==> config.mk <==
export PLATFORM = sky130hd
export DESIGN_NAME = newton_forward_interpolator_unit
export DESIGN_NICKNAME = d
export VERILOG_FILES = /design/src/design/nfi_pkg.sv /design/src/design/newton_forward_interpolator_unit.sv /design/src/design/nfi_ram.sv /design/src/design/nfi_alu.sv
export SDC_FILE = /design/constraint.sdc
export NUM_CORES = 2
export LEC_CHECK = 0
export BUFFER_PORTS_ARGS = -buffer_cell sky130_fd_sc_hd__buf_2
export CAP_MARGIN = 20
export CORE_MARGIN = 2
export CORE_UTILIZATION = 60
export DETAILED_ROUTE_END_ITERATION = 16
export PLACE_DENSITY_LB_ADDON = 0.25
export SLEW_MARGIN = 20
export SYNTH_ARGS = -nofsm -noshare
export SYNTH_HDL_FRONTEND = slang
export SYNTH_SLANG_ARGS = --single-unit
==> constraint.sdc <==
create_clock -name clk -period 9.2 [get_ports clk]
set_input_delay 1.38 -clock clk [delete_from_list [all_inputs] [get_ports clk]]
set_output_delay 1.38 -clock clk [all_outputs]
set_load 0.02 [all_outputs]
==> src/design/nfi_pkg.sv <==
// Shared types, sizes and fixed-point helpers of the Newton forward interpolator.
// No dependencies; imported by every module of the block except nfi_ram.
`default_nettype none

package nfi_pkg;

    localparam int MAX_POINTS = 16;
    localparam int FRAC_BITS  = 16;

    localparam int ADDR_W = $clog2(MAX_POINTS);
    localparam int CNT_W  = $clog2(MAX_POINTS + 1);
    localparam int DEN_W  = 32 + ADDR_W;          // |h| * (j + 1)
    localparam int NUM_W  = 33 + FRAC_BITS;       // |q - x_j| << FRAC_BITS
    localparam int PM_W   = 64 - FRAC_BITS;       // product >> FRAC_BITS
    localparam int R_W    = DEN_W + 1;            // remainder / product high half
    localparam int STEP_W = $clog2(NUM_W + 1);

    localparam logic [1:0] OP_LOAD  = 2'd0;
    localparam logic [1:0] OP_QUERY = 2'd1;
    localparam logic [1:0] OP_CLEAR = 2'd2;

    typedef enum logic [1:0] {
        STAT_OK        = 2'd0,
        STAT_EMPTY     = 2'd1,
        STAT_ZERO_STEP = 2'd2,
        STAT_SAT       = 2'd3
    } status_t;

    typedef enum logic {
        ALU_DIV = 1'b0,
        ALU_MUL = 1'b1
    } alu_op_t;

    typedef struct packed {
        logic    start;
        alu_op_t op;
    } alu_req_t;

    typedef struct packed {
        logic done;
    } alu_rsp_t;

    typedef enum logic [3:0] {
        ST_IDLE,
        ST_BUILD_RA,
        ST_BUILD_RB,
        ST_BUILD_WR,
        ST_EVAL_RD,
        ST_EVAL_LD,
        ST_X_RD,
        ST_DIV_GO,
        ST_DIV_WAIT,
        ST_MUL_WAIT,
        ST_ACC,
        ST_DONE
    } state_t;

    typedef struct packed {
        logic        sat;
        logic [31:0] value;
    } sat_val_t;

    // Apply a sign to a magnitude and clamp to the signed 32-bit range.
    function automatic sat_val_t sat_from_mag(input logic [63:0] m, input logic neg);
        sat_val_t r;
        r.sat   = 1'b0;
        r.value = m[31:0];
        if (neg) begin
            if (m > 64'd2147483648) begin
                r.sat   = 1'b1;
                r.value = 32'h8000_0000;
            end
            else begin
                r.value = (~m[31:0]) + 32'd1;
            end
        end
        else if (m > 64'd2147483647) begin
            r.sat   = 1'b1;
            r.value = 32'h7FFF_FFFF;
        end
        return r;
    endfunction

    // Clamp a 33-bit signed sum or difference to 32 bits.
    function automatic sat_val_t clamp33(input logic [32:0] v);
        sat_val_t r;
        r.sat   = v[32] ^ v[31];
        r.value = v[31:0];
        if (r.sat) begin
            r.value = v[32] ? 32'h8000_0000 : 32'h7FFF_FFFF;
        end
        return r;
    endfunction

    // Magnitude of a signed 32-bit value (the most negative value maps to 2^31).
    function automatic logic [31:0] mag32(input logic [31:0] v);
        return v[31] ? (32'd0 - v) : v;
    endfunction

endpackage

`default_nettype wire

==> src/design/newton_forward_interpolator_unit.sv <==
// Newton forward-difference interpolator: top level with sequencer and node stores.
// Depends on nfi_pkg, nfi_ram and nfi_alu.
//
// Usage
//   s_* channel: one item per accepted beat. s_tuser picks load node, query or clear.
//   Load and clear return nothing and leave s_tready high. A query returns one item
//   on the m_* channel: the interpolated Q15.16 value and a status code.
//   cfg_* channel: writes the node spacing h; always ready, write it only while idle.
//   Query flow: a query with n loaded nodes first turns the f values into the difference
//   table (only on the first query after loading), then evaluates the polynomial.
//   Each of the n*(n-1)/2 ratio/product steps runs through the one shared serial unit:
//   store reads, then a divide, then a multiply.
//   Queries with no nodes, or with a zero step and two or more nodes, skip the table
//   and the polynomial and go straight to the output.
//   s_tready is low while a query is in progress; the serial unit sets the rate.
//   Reset clears the node count, the table flags and the output valid, and sets h to
//   1.0. The node stores themselves are not cleared.
//   A stalled receiver holds the result in the output register; the next item is still
//   accepted, and a following query waits at its end until that register empties.
`default_nettype none

module newton_forward_interpolator_unit
    import nfi_pkg::*;
(
    input  wire logic        clk,
    input  wire logic        rst_n,
    // in: [31:0] node_x, [63:32] node_f, [95:64] query_x
    input  wire logic        s_tvalid,
    output logic             s_tready,
    input  wire logic [95:0] s_tdata,
    // in: [1:0] operation
    input  wire logic [1:0]  s_tuser,
    output logic             m_tvalid,
    input  wire logic        m_tready,
    // out: [31:0] interp_value
    output logic      [31:0] m_tdata,
    // out: [1:0] status
    output logic      [1:0]  m_tuser,
    input  wire logic        cfg_valid,
    output logic             cfg_ready,
    input  wire logic [31:0] cfg_data
);

    // Control state
    state_t           state_reg, state_next;
    logic [31:0]      step_h_reg, step_h_next;
    logic [CNT_W-1:0] count_reg, count_next;
    logic             built_reg, built_next;      // difference table is in place
    logic             tsat_reg, tsat_next;        // table build clamped somewhere
    logic [CNT_W-1:0] i_reg, i_next;
    logic [CNT_W-1:0] j_reg, j_next;
    logic             out_valid_reg, out_valid_next;

    // Datapath
    logic [31:0]      q_reg, q_next;
    logic [31:0]      hi_reg, hi_next;
    logic [31:0]      term_reg, term_next;
    logic [31:0]      acc_reg, acc_next;
    logic [DEN_W-1:0] den_reg, den_next;
    logic             neg_reg, neg_next;
    logic             esat_reg, esat_next;
    status_t          stat_reg, stat_next;
    logic [31:0]      out_data_reg, out_data_next;
    status_t          out_user_reg, out_user_next;

    // Stores and shared unit
    logic              d_we, x_we;
    logic [ADDR_W-1:0] waddr, d_raddr, x_raddr;
    logic [31:0]       d_wdata, d_rdata, x_rdata;
    alu_req_t          alu_req;
    alu_rsp_t          alu_rsp;
    logic [NUM_W-1:0]  alu_opa, alu_quot;
    logic [DEN_W-1:0]  alu_opb;
    logic [PM_W-1:0]   alu_prod;

    logic [31:0]       hmag;
    logic [CNT_W-1:0]  base;
    logic [32:0]       diff33;
    logic [32:0]       dmag;
    sat_val_t          sv;
    logic [31:0]       rmag;

    nfi_ram #(.WIDTH(32), .DEPTH(MAX_POINTS)) u_diff_ram (
        .clk   (clk),
        .we    (d_we),
        .waddr (waddr),
        .wdata (d_wdata),
        .raddr (d_raddr),
        .rdata (d_rdata)
    );

    nfi_ram #(.WIDTH(32), .DEPTH(MAX_POINTS)) u_x_ram (
        .clk   (clk),
        .we    (x_we),
        .waddr (waddr),
        .wdata (s_tdata[31:0]),
        .raddr (x_raddr),
        .rdata (x_rdata)
    );

    nfi_alu u_alu (
        .clk   (clk),
        .rst_n (rst_n),
        .req   (alu_req),
        .opa   (alu_opa),
        .opb   (alu_opb),
        .rsp   (alu_rsp),
        .quot  (alu_quot),
        .prod  (alu_prod)
    );

    assign hmag      = mag32(step_h_reg);
    assign s_tready  = (state_reg == ST_IDLE);
    assign cfg_ready = 1'b1;
    assign m_tvalid  = out_valid_reg;
    assign m_tdata   = out_data_reg;
    assign m_tuser   = out_user_reg;

    always_comb
    begin
        state_next     = state_reg;
        step_h_next    = cfg_valid ? cfg_data : step_h_reg;
        count_next     = count_reg;
        built_next     = built_reg;
        tsat_next      = tsat_reg;
        i_next         = i_reg;
        j_next         = j_reg;
        out_valid_next = (out_valid_reg && m_tready) ? 1'b0 : out_valid_reg;
        q_next         = q_reg;
        hi_next        = hi_reg;
        term_next      = term_reg;
        acc_next       = acc_reg;
        den_next       = den_reg;
        neg_next       = neg_reg;
        esat_next      = esat_reg;
        stat_next      = stat_reg;
        out_data_next  = out_data_reg;
        out_user_next  = out_user_reg;

        d_we    = 1'b0;
        x_we    = 1'b0;
        waddr   = i_reg[ADDR_W-1:0];
        d_wdata = s_tdata[63:32];
        d_raddr = i_reg[ADDR_W-1:0];
        x_raddr = j_reg[ADDR_W-1:0];
        alu_req = '{start: 1'b0, op: ALU_DIV};
        alu_opa = '0;
        alu_opb = den_reg;

        base   = built_reg ? '0 : count_reg;
        diff33 = '0;
        dmag   = '0;
        sv     = '0;
        rmag   = '0;

        unique case (state_reg)
            ST_IDLE:
            begin
                if (s_tvalid)
                begin
                    unique case (s_tuser)
                        OP_LOAD:
                        begin
                            // A load after a query that reached evaluation starts a fresh node set.
                            built_next = 1'b0;
                            tsat_next  = built_reg ? 1'b0 : tsat_reg;
                            count_next = base;
                            if (base < CNT_W'(MAX_POINTS))
                            begin
                                d_we       = 1'b1;
                                x_we       = 1'b1;
                                waddr      = base[ADDR_W-1:0];
                                count_next = base + CNT_W'(1);
                            end
                        end
                        OP_CLEAR:
                        begin
                            count_next = '0;
                            built_next = 1'b0;
                            tsat_next  = 1'b0;
                        end
                        OP_QUERY:
                        begin
                            q_next = s_tdata[95:64];
                            if (count_reg == '0)
                            begin
                                acc_next   = '0;
                                stat_next  = STAT_EMPTY;
                                state_next = ST_DONE;
                            end
                            else if (count_reg >= CNT_W'(2) && step_h_reg == '0)
                            begin
                                acc_next   = '0;
                                stat_next  = STAT_ZERO_STEP;
                                state_next = ST_DONE;
                            end
                            else if (!built_reg && count_reg >= CNT_W'(2))
                            begin
                                j_next     = CNT_W'(1);
                                i_next     = count_reg - CNT_W'(1);
                                tsat_next  = 1'b0;
                                state_next = ST_BUILD_RA;
                            end
                            else
                            begin
                                built_next = 1'b1;
                                i_next     = '0;
                                acc_next   = '0;
                                esat_next  = 1'b0;
                                state_next = ST_EVAL_RD;
                            end
                        end
                        default:
                        begin
                            // Unused code: drop the item.
                        end
                    endcase
                end
            end

            ST_BUILD_RA:
            begin
                d_raddr    = i_reg[ADDR_W-1:0];
                state_next = ST_BUILD_RB;
            end

            ST_BUILD_RB:
            begin
                hi_next    = d_rdata;
                d_raddr    = i_reg[ADDR_W-1:0] - ADDR_W'(1);
                state_next = ST_BUILD_WR;
            end

            ST_BUILD_WR:
            begin
                diff33  = {hi_reg[31], hi_reg} - {d_rdata[31], d_rdata};
                sv      = clamp33(diff33);
                d_we    = 1'b1;
                waddr   = i_reg[ADDR_W-1:0];
                d_wdata = sv.value;
                if (sv.sat)
                begin
                    tsat_next = 1'b1;
                end
                if (i_reg == j_reg)
                begin
                    if (j_reg + CNT_W'(1) == count_reg)
                    begin
                        built_next = 1'b1;
                        i_next     = '0;
                        acc_next   = '0;
                        esat_next  = 1'b0;
                        state_next = ST_EVAL_RD;
                    end
                    else
                    begin
                        j_next     = j_reg + CNT_W'(1);
                        i_next     = count_reg - CNT_W'(1);
                        state_next = ST_BUILD_RA;
                    end
                end
                else
                begin
                    i_next     = i_reg - CNT_W'(1);
                    state_next = ST_BUILD_RA;
                end
            end

            ST_EVAL_RD:
            begin
                d_raddr    = i_reg[ADDR_W-1:0];
                state_next = ST_EVAL_LD;
            end

            ST_EVAL_LD:
            begin
                term_next  = d_rdata;
                j_next     = '0;
                den_next   = DEN_W'(hmag);
                state_next = (i_reg == '0) ? ST_ACC : ST_X_RD;
            end

            ST_X_RD:
            begin
                x_raddr    = j_reg[ADDR_W-1:0];
                state_next = ST_DIV_GO;
            end

            ST_DIV_GO:
            begin
                // ratio = (|q - x_j| << FRAC_BITS) / (|h| * (j + 1))
                diff33      = {q_reg[31], q_reg} - {x_rdata[31], x_rdata};
                dmag        = diff33[32] ? (33'd0 - diff33) : diff33;
                neg_next    = diff33[32] ^ step_h_reg[31];
                alu_req     = '{start: 1'b1, op: ALU_DIV};
                alu_opa     = {dmag, {FRAC_BITS{1'b0}}};
                alu_opb     = den_reg;
                state_next  = ST_DIV_WAIT;
            end

            ST_DIV_WAIT:
            begin
                if (alu_rsp.done)
                begin
                    sv = sat_from_mag({{(64-NUM_W){1'b0}}, alu_quot}, neg_reg);
                    if (sv.sat)
                    begin
                        esat_next = 1'b1;
                    end
                    rmag       = mag32(sv.value);
                    neg_next   = sv.value[31] ^ term_reg[31];
                    alu_req    = '{start: 1'b1, op: ALU_MUL};
                    alu_opa    = {{(NUM_W-32){1'b0}}, rmag};
                    alu_opb    = {{(DEN_W-32){1'b0}}, mag32(term_reg)};
                    state_next = ST_MUL_WAIT;
                end
            end

            ST_MUL_WAIT:
            begin
                if (alu_rsp.done)
                begin
                    sv = sat_from_mag({{FRAC_BITS{1'b0}}, alu_prod}, neg_reg);
                    if (sv.sat)
                    begin
                        esat_next = 1'b1;
                    end
                    term_next  = sv.value;
                    j_next     = j_reg + CNT_W'(1);
                    den_next   = den_reg + DEN_W'(hmag);
                    state_next = (j_reg + CNT_W'(1) < i_reg) ? ST_X_RD : ST_ACC;
                end
            end

            ST_ACC:
            begin
                sv       = clamp33({acc_reg[31], acc_reg} + {term_reg[31], term_reg});
                acc_next = sv.value;
                if (sv.sat)
                begin
                    esat_next = 1'b1;
                end
                if (i_reg + CNT_W'(1) < count_reg)
                begin
                    i_next     = i_reg + CNT_W'(1);
                    state_next = ST_EVAL_RD;
                end
                else
                begin
                    stat_next  = (esat_reg || sv.sat || tsat_reg) ? STAT_SAT : STAT_OK;
                    state_next = ST_DONE;
                end
            end

            ST_DONE:
            begin
                // Hold the result until the output register is free.
                if (!out_valid_reg || m_tready)
                begin
                    out_valid_next = 1'b1;
                    out_data_next  = acc_reg;
                    out_user_next  = stat_reg;
                    state_next     = ST_IDLE;
                end
            end

            default:
            begin
                state_next = ST_IDLE;
            end
        endcase
    end

    always_ff @(posedge clk or negedge rst_n)
    begin
        if (!rst_n)
        begin
            state_reg     <= ST_IDLE;
            step_h_reg    <= 32'd65536;
            count_reg     <= '0;
            built_reg     <= 1'b0;
            tsat_reg      <= 1'b0;
            i_reg         <= '0;
            j_reg         <= '0;
            out_valid_reg <= 1'b0;
        end
        else
        begin
            state_reg     <= state_next;
            step_h_reg    <= step_h_next;
            count_reg     <= count_next;
            built_reg     <= built_next;
            tsat_reg      <= tsat_next;
            i_reg         <= i_next;
            j_reg         <= j_next;
            out_valid_reg <= out_valid_next;
        end
    end

    always_ff @(posedge clk)
    begin
        q_reg        <= q_next;
        hi_reg       <= hi_next;
        term_reg     <= term_next;
        acc_reg      <= acc_next;
        den_reg      <= den_next;
        neg_reg      <= neg_next;
        esat_reg     <= esat_next;
        stat_reg     <= stat_next;
        out_data_reg <= out_data_next;
        out_user_reg <= out_user_next;
    end

endmodule

`default_nettype wire

==> src/design/nfi_ram.sv <==
// Generic single-write, single-read RAM with registered read data.
// No dependencies.
`default_nettype none

module nfi_ram #(
    parameter int WIDTH = 32,
    parameter int DEPTH = 16
) (
    input  wire logic                     clk,
    input  wire logic                     we,
    input  wire logic [$clog2(DEPTH)-1:0] waddr,
    input  wire logic [WIDTH-1:0]         wdata,
    input  wire logic [$clog2(DEPTH)-1:0] raddr,
    output logic      [WIDTH-1:0]         rdata
);

    logic [WIDTH-1:0] mem [DEPTH];

    always_ff @(posedge clk)
    begin
        if (we)
        begin
            mem[waddr] <= wdata;
        end
        rdata <= mem[raddr];
    end

endmodule

`default_nettype wire

==> src/design/nfi_alu.sv <==
// Shared bit-serial unit: restoring divide and shift-add multiply on one adder.
// Depends on nfi_pkg.
`default_nettype none

module nfi_alu
    import nfi_pkg::*;
(
    input  wire logic             clk,
    input  wire logic             rst_n,
    input  wire alu_req_t         req,
    input  wire logic [NUM_W-1:0] opa,   // dividend, or multiplier in low 32 bits
    input  wire logic [DEN_W-1:0] opb,   // divisor, or multiplicand in low 32 bits
    output alu_rsp_t              rsp,
    output logic      [NUM_W-1:0] quot,
    output logic      [PM_W-1:0]  prod
);

    alu_op_t           op_reg, op_next;
    logic [STEP_W-1:0] cnt_reg, cnt_next;
    logic              done_reg, done_next;
    logic [R_W-1:0]    r_reg, r_next;
    logic [NUM_W-1:0]  w_reg, w_next;
    logic [DEN_W-1:0]  a_reg, a_next;

    logic [R_W-1:0]    add_x, add_y;
    logic              add_cin;
    logic [R_W:0]      add_sum;

    // One adder: trial subtract for divide, partial-product add for multiply.
    always_comb
    begin
        if (op_reg == ALU_DIV)
        begin
            add_x   = {r_reg[DEN_W-1:0], w_reg[NUM_W-1]};
            add_y   = ~{1'b0, a_reg};
            add_cin = 1'b1;
        end
        else
        begin
            add_x   = r_reg;
            add_y   = w_reg[0] ? {{(R_W-32){1'b0}}, a_reg[31:0]} : '0;
            add_cin = 1'b0;
        end
        add_sum = {1'b0, add_x} + {1'b0, add_y} + {{R_W{1'b0}}, add_cin};
    end

    always_comb
    begin
        op_next   = op_reg;
        cnt_next  = cnt_reg;
        done_next = 1'b0;
        r_next    = r_reg;
        w_next    = w_reg;
        a_next    = a_reg;
        if (req.start)
        begin
            op_next  = req.op;
            r_next   = '0;
            w_next   = opa;
            a_next   = opb;
            cnt_next = (req.op == ALU_DIV) ? STEP_W'(NUM_W) : STEP_W'(32);
        end
        else if (cnt_reg != '0)
        begin
            cnt_next  = cnt_reg - STEP_W'(1);
            done_next = (cnt_reg == STEP_W'(1));
            if (op_reg == ALU_DIV)
            begin
                r_next = add_sum[R_W] ? add_sum[R_W-1:0] : add_x;
                w_next = {w_reg[NUM_W-2:0], add_sum[R_W]};
            end
            else
            begin
                r_next = add_sum[R_W:1];
                w_next = {w_reg[NUM_W-1:32], add_sum[0], w_reg[31:1]};
            end
        end
    end

    always_ff @(posedge clk or negedge rst_n)
    begin
        if (!rst_n)
        begin
            op_reg   <= ALU_DIV;
            cnt_reg  <= '0;
            done_reg <= 1'b0;
        end
        else
        begin
            op_reg   <= op_next;
            cnt_reg  <= cnt_next;
            done_reg <= done_next;
        end
    end

    always_ff @(posedge clk)
    begin
        r_reg <= r_next;
        w_reg <= w_next;
        a_reg <= a_next;
    end

    assign rsp.done = done_reg;
    assign quot     = w_reg;
    assign prod     = {r_reg[31:0], w_reg[31:FRAC_BITS]};

endmodule

`default_nettype wire

==> impl_metrics.csv <==
group,metric,value,unit
setup_path,critPathArrivalTime,6560,ps
timing,fin_worst_skew,43.1,ps
global_route,grt_usage,31.7,%
routing,postRouteWirelength,192000,um
yosys,yosysMostFrequentCell,"edfxtp_1",
global_route,grt_pass1_vias,45416,
timing,max_freq,169,MHz
routing,dr_total_vias,46763,
finish,syn_to_final_growth,11.6,%
timing,relSlewSlack,25.7,%
timing,whs,433,ps
cts,htree_levels,4,
cts,holdBufCountCts,0,
floorplanning,die_area,121000,sq um
setup_path,startpoint_type,"flop",
global_route,antenna_found_initial,13,
floorplanning,row_count,126,
timing,report.final.slew_viol_count,0,
floorplanning,die_h,348,um
routing,drc_errors,0,
job,drv_cap,0,
global_route,grt_overflow_total,0,
yosys,yosysUniqueCellTypes,90,
setup_path,r2r-end,"u_alu.r_reg[22]$_SDFFE_PP0P_",
timing,setup_violations,0,
setup_path,worstSetupStartpoint,"u_alu.op_reg$_DFFE_PN0P_",
setup_path,reg2reg_depth,17,
power,ir_drop,0.223,mV
setup_path,r2r_slack,3280,ps
cts,clockRootBuffer,"clkbuf_16",
status,status,"finished clean",
yosys,avgSynthCellArea,13.7,sq um
cts,clk_path_buf_depth,3,
hold_path,hp-start,"u_diff_ram.rdata[30]$_DFF_P_",
place,place.gp.congestion,0.948,
routing,vias_per_cell,6.67,
finish,fin_area,79300,sq um
timing,min_period,5920,ps
place,dp_hpwl,115000,um
yosys,synth_flop_cell,"edfxtp_1",
routing,wl_per_cell,27.4,um
yosys,netlist.area_leader.share,55.4,%
routing,drt_iter0_markers,5821,
place,portBuffers,170,
cts,tritoncts,"yes",
cts,clkTransAtPathRegs,60,ps
timing,fin_setup_tns,0,ps
setup_path,end_kind,"flop",
routing,drt_pass1_iterations,8,
finish,fillCellCount,7874,
power,p_leak,27.8,nW
floorplanning,fp.dieW,348,um
yosys,yosys.area.top_type,"edfxtp_1",
hold_path,min-delay-path-class,"reg -> reg",
power,p_per_area,303,nW/um^2
yosys,synth_seq_cells,1474,
setup_path,crit_required,9840,ps
yosys,synthTopCellsByCount,"edfxtp_1 (1311), nand2_1 (391), o21ai_0 (356)",
yosys,seq_area_frac_synth,60.4,%
floorplanning,io-pin-count,172,
yosys,ys_warn_count,0,
global_route,grt_pass1_wl,287000,um
cts,cts_buffers,152,
timing,finalCritPeriodShare,64.4,%
cts,cts_setup_buffers,0,
floorplanning,coreArea,118000,sq um
routing,ant_nets,0,
yosys,synth_edf_count,1311,
yosys,synth_nets,5503,
global_route,grt_max_degree,110,
timing,tightestPinTransition,1110,ps
floorplanning,initial_core_util,60.3,%
setup_path,crit_path_max_fanout,56,
finish,layout-drive-gt1-share,18.8,%
cts,cts.sinks,1474,
setup_path,endpoint,"u_alu.r_reg[22]$_SDFFE_PP0P_",
yosys,netlist_area,71000,sq um
finish,nets,5670,
timing,finalHoldViolCount,0,
yosys,syn_inst,5171,
yosys,ys_top_cells_by_area,"edfxtp_1 (55%), mux4_2 (10%), ha_1 (3.4%), dfxtp_1 (2.8%), o21ai_0 (2.5%)",
setup_path,path_class,"reg -> reg",
cts,cts_resized,0,
yosys,ys_async_sr_fraction,4.21,%
setup_path,worstReg2RegStart,"u_alu.op_reg$_DFFE_PN0P_",
place,place_area,74000,sq um
cts,clkLatencyLatePin,820,ps
timing,rsz0062_at_grt,"false",
-- stage by stage --
stage	power, mW	worst slack (ps)	utilization [%]	cells
after floorplan	15.1	3450	-	5171
after global placement	17.3	3510	62.9	6720
after detailed placement	17.4	3430	62.9	6720
after CTS	23.9	3350	67.3	7004
after global routing	25.2	2880	67.3	7006
final	24.0	3280	67.3	7010
-- metal layers --
layer  vias to the layer above  track usage, %  share of wire, %  routed length (um)
met4                        12            12.0               3.8                7200
li1                      20478               -                 -                   -
met1                     23375            43.7                39               75600
met3                       432            5.19               8.7               16700
met5                         -               0             0.043                  83
met2                      2466            51.4                48               92300
-- how the worst min path moves through the flow --
| stage | slack, ps | endpoint | cells after the start |
|---|---|---|---|
| 6_report | 430 | hi_reg[30]$_DFFE_PP_ | 0 |
| 2_1_floorplan | 400 | m_tuser[0]$_DFFE_PP_ | 0 |
| 3_3_place_gp | 410 | hi_reg[7]$_DFFE_PP_ | 0 |
| 5_1_grt | 440 | hi_reg[30]$_DFFE_PP_ | 0 |
| 3_5_place_dp | 420 | hi_reg[30]$_DFFE_PP_ | 0 |
| 4_1_cts | 430 | hi_reg[30]$_DFFE_PP_ | 0 |
-- worst max-delay path, cell delays in order (launching register included) --
cell and delay (ps):
dfrtp_4 820, inv_1 500, nor2_2 170, buf_4 360
nand2_1 80, o21ai_0 170, ha_1 320, a211oi_1 300
o211ai_1 180, a21oi_1 300, a21oi_1 220, a21oi_1 260
o31ai_1 240, a21oi_4 680, buf_4 490, mux2_2 380
a21oi_1 170, o21ai_0 110
-- kinds of logic (layout without fill, tap and decap cells) --
logic type | Yosys count | count (layout) | synth area share (%)
AO/OA/AOI/OAI | 1189 | 1189 | 10.4
XOR/XNOR | 285 | 285 | 3.53
adder cells (fa/ha/maj) | 197 | 197 | 3.53
buffers and inverters | 423 | 720 | 2.29
flip-flops | 1474 | 1474 | 60.4
multiplexers | 447 | 447 | 12.1
other | 1 | 7 | 0.00528
AND/OR/NAND/NOR | 1155 | 1155 | 7.69
-- layout make-up --
cell class | instances | area, sq um | area share, %
antenna | 6 | 15.0 | 0.0189
inverter | 155 | 582 | 0.734
clock inverter | 86 | 1120 | 1.41
tap | 1536 | 1920 | 2.42
multi-input combinational | 3274 | 26900 | 33.9
clock buffer | 198 | 4140 | 5.22
sequential | 1474 | 43000 | 54.2
timing repair buffer | 281 | 1700 | 2.15
-- layout by cell type, fill, tap and decap left out, types with 70 or more instances in the layout --
| master | instances |
|---|---|
| nor3_1 | 70 |
| mux4_2 | 320 |
| nand2_1 | 390 |
| o21ai_0 | 347 |
| inv_1 | 154 |
| buf_4 | 110 |
| a21oi_1 | 319 |
| clkbuf_16 | 155 |
| ha_1 | 191 |
| xor2_1 | 110 |
| xnor2_1 | 170 |
| buf_2 | 169 |
| edfxtp_1 | 1311 |
| a21o_1 | 94 |
| dfxtp_1 | 101 |
| mux2_2 | 80 |
| nor2_1 | 264 |
-- power breakdown --
group          internal, mW  total (mW)  switching (mW)
logic                  3.67        8.82            5.15
clock network          3.71        6.44            2.73
registers              8.03        8.76           0.734
total                  15.4        24.0            8.62
(Power assumes the default switching activity.)
